`config.mk`:
```
export PLATFORM = sky130hd
export DESIGN_NAME = sbb_win_acc
export DESIGN_NICKNAME = d
export VERILOG_FILES = /design/src/design/sbb_pkg.sv /design/src/design/sbb_win_acc.sv
export SDC_FILE = /design/constraint.sdc
export NUM_CORES = 1
export LEC_CHECK = 0
export BUFFER_PORTS_ARGS = -buffer_cell sky130_fd_sc_hd__buf_2
export CAP_MARGIN = 20
export CORE_ASPECT_RATIO = 0.75
export CORE_MARGIN = 5
export CORE_UTILIZATION = 39
export CTS_BUF_LIST = sky130_fd_sc_hd__clkbuf_16
export CTS_CLUSTER_DIAMETER = 50
export DETAILED_ROUTE_END_ITERATION = 10
export MAX_ROUTING_LAYER = met4
export PLACE_DENSITY = 0.58
export SLEW_MARGIN = 10
export SYNTH_ARGS = -nofsm -noshare
export SYNTH_HDL_FRONTEND = slang
export SYNTH_SLANG_ARGS = --single-unit
```
`constraint.sdc`:
```
create_clock -name clk -period 5 [get_ports clk]
set_input_delay 1 -clock clk [delete_from_list [all_inputs] [get_ports clk]]
set_output_delay 1 -clock clk [all_outputs]
set_load 0.05 [all_outputs]
```
`src/design/sbb_pkg.sv`:
```
// Shared types and constants for the separable box blur.
// Used by sbb_win_acc and separable_box_blur_top.
`default_nettype none
package sbb_pkg;

  localparam int CHAN_W    = 8;
  localparam int N_CHAN    = 4;
  localparam int PIX_W     = CHAN_W * N_CHAN;
  localparam int CHAN_MAX  = 255;
  localparam int OUT_POS_W = 10;
  localparam int OUT_W     = 56;
  localparam int CFG_W     = 11;
  localparam int CFG_IDX_W = 2;

  localparam logic CMD_PUSH  = 1'b0;
  localparam logic CMD_DRAIN = 1'b1;

  localparam logic [CFG_IDX_W-1:0] CFG_FRAME_WIDTH  = 2'd0;
  localparam logic [CFG_IDX_W-1:0] CFG_FRAME_HEIGHT = 2'd1;
  localparam logic [CFG_IDX_W-1:0] CFG_BLUR_RADIUS  = 2'd2;

  typedef struct packed {
    logic dat_valid;
    logic dat_first;
    logic dat_last;
  } sbb_acc_ctl_t;

endpackage
`default_nettype wire

```
`src/design/sbb_win_acc.sv`:
```
// Window accumulator: sums four channels over a stream of pixels, then
// divides each sum by the window length one quotient bit a cycle. Uses sbb_pkg.
`default_nettype none
module sbb_win_acc
  import sbb_pkg::*;
#(
  parameter int MAX_RADIUS = 16,
  localparam int DW = $clog2(2 * MAX_RADIUS + 2)
) (
  input  wire logic             clk,
  input  wire logic             rst,
  input  wire sbb_acc_ctl_t     ctl,
  input  wire logic [PIX_W-1:0] dat,
  input  wire logic [DW-1:0]    divisor,
  output logic                  done,
  output logic      [PIX_W-1:0] quot
);

  localparam int SUMW = $clog2(CHAN_MAX * (2 * MAX_RADIUS + 1) + 1);
  localparam int TW   = SUMW + CHAN_W;

  logic [SUMW-1:0]   acc [N_CHAN];
  logic [CHAN_W-1:0] q   [N_CHAN];
  logic [2:0]        step;
  logic              dividing;
  logic [TW-1:0]     trial;

  assign trial = TW'(divisor) << step;

  always_ff @(posedge clk) begin
    if (rst) begin
      dividing <= 1'b0;
      done     <= 1'b0;
      step     <= 3'd7;
    end else if (ctl.dat_valid) begin
      done <= 1'b0;
      if (ctl.dat_last) begin
        dividing <= 1'b1;
        step     <= 3'd7;
      end
    end else if (dividing) begin
      if (step == 3'd0) begin
        dividing <= 1'b0;
        done     <= 1'b1;
      end
      step <= step - 3'd1;
    end
  end

  always_ff @(posedge clk) begin
    for (int ch = 0; ch < N_CHAN; ch++) begin
      if (ctl.dat_valid) begin
        acc[ch] <= (ctl.dat_first ? SUMW'(0) : acc[ch]) + SUMW'(dat[ch*CHAN_W +: CHAN_W]);
        q[ch]   <= '0;
      end else if (dividing) begin
        if (TW'(acc[ch]) >= trial) begin
          acc[ch]     <= SUMW'(TW'(acc[ch]) - trial);
          q[ch][step] <= 1'b1;
        end
      end
    end
  end

  assign quot = {q[3], q[2], q[1], q[0]};

endmodule
`default_nettype wire
```
==> out/metrics.csv <==
stage;metric;value;unit
run;max cap viols;0;
power;leakage;4.06;nW
setup_path;R2R setup slack;0.72;ns
grt;first-pass GRT wire length;39.4;mm
timing;Worst slew margin;0.514;
synthesis;Post-synth top flop;edfxtp_1;
setup_path;critical path cell sequence;clkinv_1 > nand3_1 > nor2_1 > ha_1 > fa_1 > nand2b_1 > a21oi_1 > o211ai_1 > a31o_2 > nor3b_1 > o32a_1;
setup_path;critical path's slowest cell;dfxtp_1;
synthesis;leading area contributor after synthesis;edfxtp_1;
timing;Post-Route Setup TNS;0;ns
die;die outline width;184;µm
synthesis;Async S/R FF share, synth;0;
synthesis;Yosys cell types;77;
route;Iteration-0 DRC Markers;532;
power;PwrDens;360;mW/mm²
timing;WHS;0.463;ns
die;row cnt;47;
synthesis;cells after synthesis;1010;
clock_network;Worst-Skew Late Latency;0.36;ns
clock_network;Reg clk slew, reported paths;0.08;ns
synthesis;Syn Nets;1147;
synthesis;EDFF count, synth;80;
die;Starting Density;0.398;
setup_path;CP Buf/Inv Count;1;
synthesis;top cell type's share of synthesized area;0.272;
synthesis;mapped cell area;0.00883;mm²
die;io pins;76;
setup_path;crit path launch type;flip-flop;
synthesis;Synth Register Bits;93;
grt;vias in the first global route;7177;
synthesis;post-synthesis sequential area ratio;0.302;
grt;initial antenna violation count;1;
grt;gr ovfl total;0;
die;die height;140;µm
placed_design;I/O Buffers;75;
final_layout;Nets;1214;
synthesis;Avg Synthesized Cell Area;8.74;µm²
timing;worst slew pin tran;0.729;ns
timing;fin crit share;0.856;
setup_path;crit path max fanout;33;
route;final WL;24.7;mm
clock_network;PostCTS Resize Cnt;0;
final_layout;layout cells sized above 1;0.133;
route;DR vias;7645;
timing;Slew Limit Fails;0;
grt;pin count of the biggest net entering global routing;46;
synthesis;synth warn;0;
setup_path;delay-heaviest family, CP;compound AO/OA/AOI/OAI gates;
route;drt first pass iters;4;
clock_network;clock sink total;93;
placed_design;HPWL Detailed;18.9;mm
route;post-route ant nets;0;
route;Vias per Instance;5.55;
clock_network;Root Buffer;clkbuf_16;
setup_path;CP endpoint kind;flip-flop;
timing;Layout Skew;0.0121;ns
placed_design;placer congestion estimate;0.941;
grt;gr usage total;0.197;
timing;count of final hold-check violations;0;
clock_network;CTS tree;yes;
die;CORE AREA;0.0222;mm²
setup_path;critical path's largest stage delay;0.66;ns
final_layout;Area Overhead vs Synth;10.4;%
setup_path;critical path arrival;4.40;ns
status;status;complete, no violations;
synthesis;synth top area cells;edfxtp_1, ha_1, xnor2_1;
timing;post-layout min period;4.28;ns
die;die area;0.0258;mm²
clock_network;Clock Path Buffers;2;
clock_network;# hold bufs at CTS;0;
route;drt drc;0;
timing;Final setup violation count;0;
final_layout;FILL cells;2204;
timing;RSZ-0062 raised after global routing;false;
clock_network;H-tree level count;3;
route;WL/cell;17.9;µm
setup_path;Crit Path Class;reg -> reg;
clock_network;post-CTS setup buffers;0;
power;VDD IR max;0.166;mV
hold_path;Tightest Hold Check Type;reg -> reg;
timing;Max Fclk;0.234;GHz
clock_network;total CTS buffers;9;
setup_path;critical path required time;5.12;ns
==> synthesized netlist by cell type, types with 18 or more instances <==
cell type	number
mux2i_1	22
a21oi_1	68
a21o_1	23
ha_1	86
nor2b_1	45
nor2_1	92
nor3_1	23
xnor2_1	45
xor2_1	18
nand2b_1	31
nand3_1	24
or2_2	25
o21ai_0	70
edfxtp_1	80
inv_1	41
nand2_1	71
==> power breakdown <==
part | switching [W] | internal, W
clock network | 0.000316 | 0.000331
registers | 0.000121 | 0.00101
logic | 0.00102 | 0.000723
total | 0.00145 | 0.00206
==> cell usage in the layout (no fill, tap or decap), drive strengths merged, types with 6 or more instances in the layout <==
cell	Yosys	layout
and2	6	6
o21ai	74	74
o22ai	11	11
dfxtp	13	13
o31ai	14	14
xnor2	45	45
ha	86	86
nor3	23	23
nor3b	6	6
a211oi	16	16
nor2	93	93
o21a	17	17
xor2	18	18
a31oi	10	10
nor2b	45	45
nand2b	31	31
a21o	23	23
edfxtp	80	80
o211ai	8	8
mux2i	22	22
inv	42	44
buf	12	86
nand2	71	71
clkbuf	18	9
or2	29	29
a21oi	70	70
fa	8	8
nand3	24	24
or3	8	8
nand4	17	17
o21bai	8	8
==> cells by family after synthesis <==
logic type | after synthesis | synth area share
buffers and inverters | 73 | 0.0371
XOR/XNOR | 63 | 0.0625
AO/OA/AOI/OAI | 288 | 0.213
AND/OR/NAND/NOR | 372 | 0.214
adder cells (fa/ha/maj) | 94 | 0.140
multiplexers | 27 | 0.0317
flip-flops | 93 | 0.302
==> through the flow <==
stage / power, W / setup slack, ns / utilization / area [µm²] / instances
after detailed placement: 0.00284 / 0.606 / 0.428 / 9490 / 1360
after floorplan: 0.00244 / 1.38 / - / 8830 / 1010
final: 0.00351 / 0.718 / 0.440 / 9750 / 1377
after global placement: 0.00284 / 0.696 / 0.428 / 9490 / 1360
after global routing: 0.00377 / 0.508 / 0.440 / 9750 / 1377
after CTS: 0.00350 / 0.799 / 0.440 / 9750 / 1376
==> flip-flops by register name (all words and copies together) (netlist names) <==
name and flops:
acc 56, q 32, step 3, dividing 1, done 1
==> worst reg2reg max path, delay by kind of cell, from the launching register on <==
family,cells,cell delay (ns)
adders and majority gates,2,0.69
AOI/OAI and AO/OA,4,1.19
buffers and inverters,1,0.42
and+or+nand+nor,4,1.07
DFF,1,0.66
==> worst paths after layout <==
check           from         end  depth (start not counted)
min reg2reg  q[2][5]     q[2][5]                          2
max reg2reg  step[2]  acc[1][13]                         11
min          q[2][5]     q[2][5]                          2
max          step[2]  acc[1][13]                         11
==> metal layers <==
layer  GRT usage  share of wire
met5           -              0
met4      0.0331         0.0090
met3      0.0397          0.060
met2       0.276           0.41
met1       0.296           0.52
==> cell type report <==
| cell class | count | area, µm² | area share |
|---|---|---|---|
| Sequential cell | 93 | 2660 | 0.273 |
| Timing Repair Buffer | 86 | 458 | 0.0470 |
| Clock inverter | 7 | 33.8 | 0.00346 |
| Multi-Input combinational cell | 844 | 5840 | 0.599 |
| Inverter | 43 | 161 | 0.0166 |
| Tap cell | 294 | 368 | 0.0377 |
| Antenna cell | 1 | 2.50 | 0.000257 |
| Clock buffer | 9 | 225 | 0.0231 |
No activity file was read; power rests on OpenSTA's default activity.
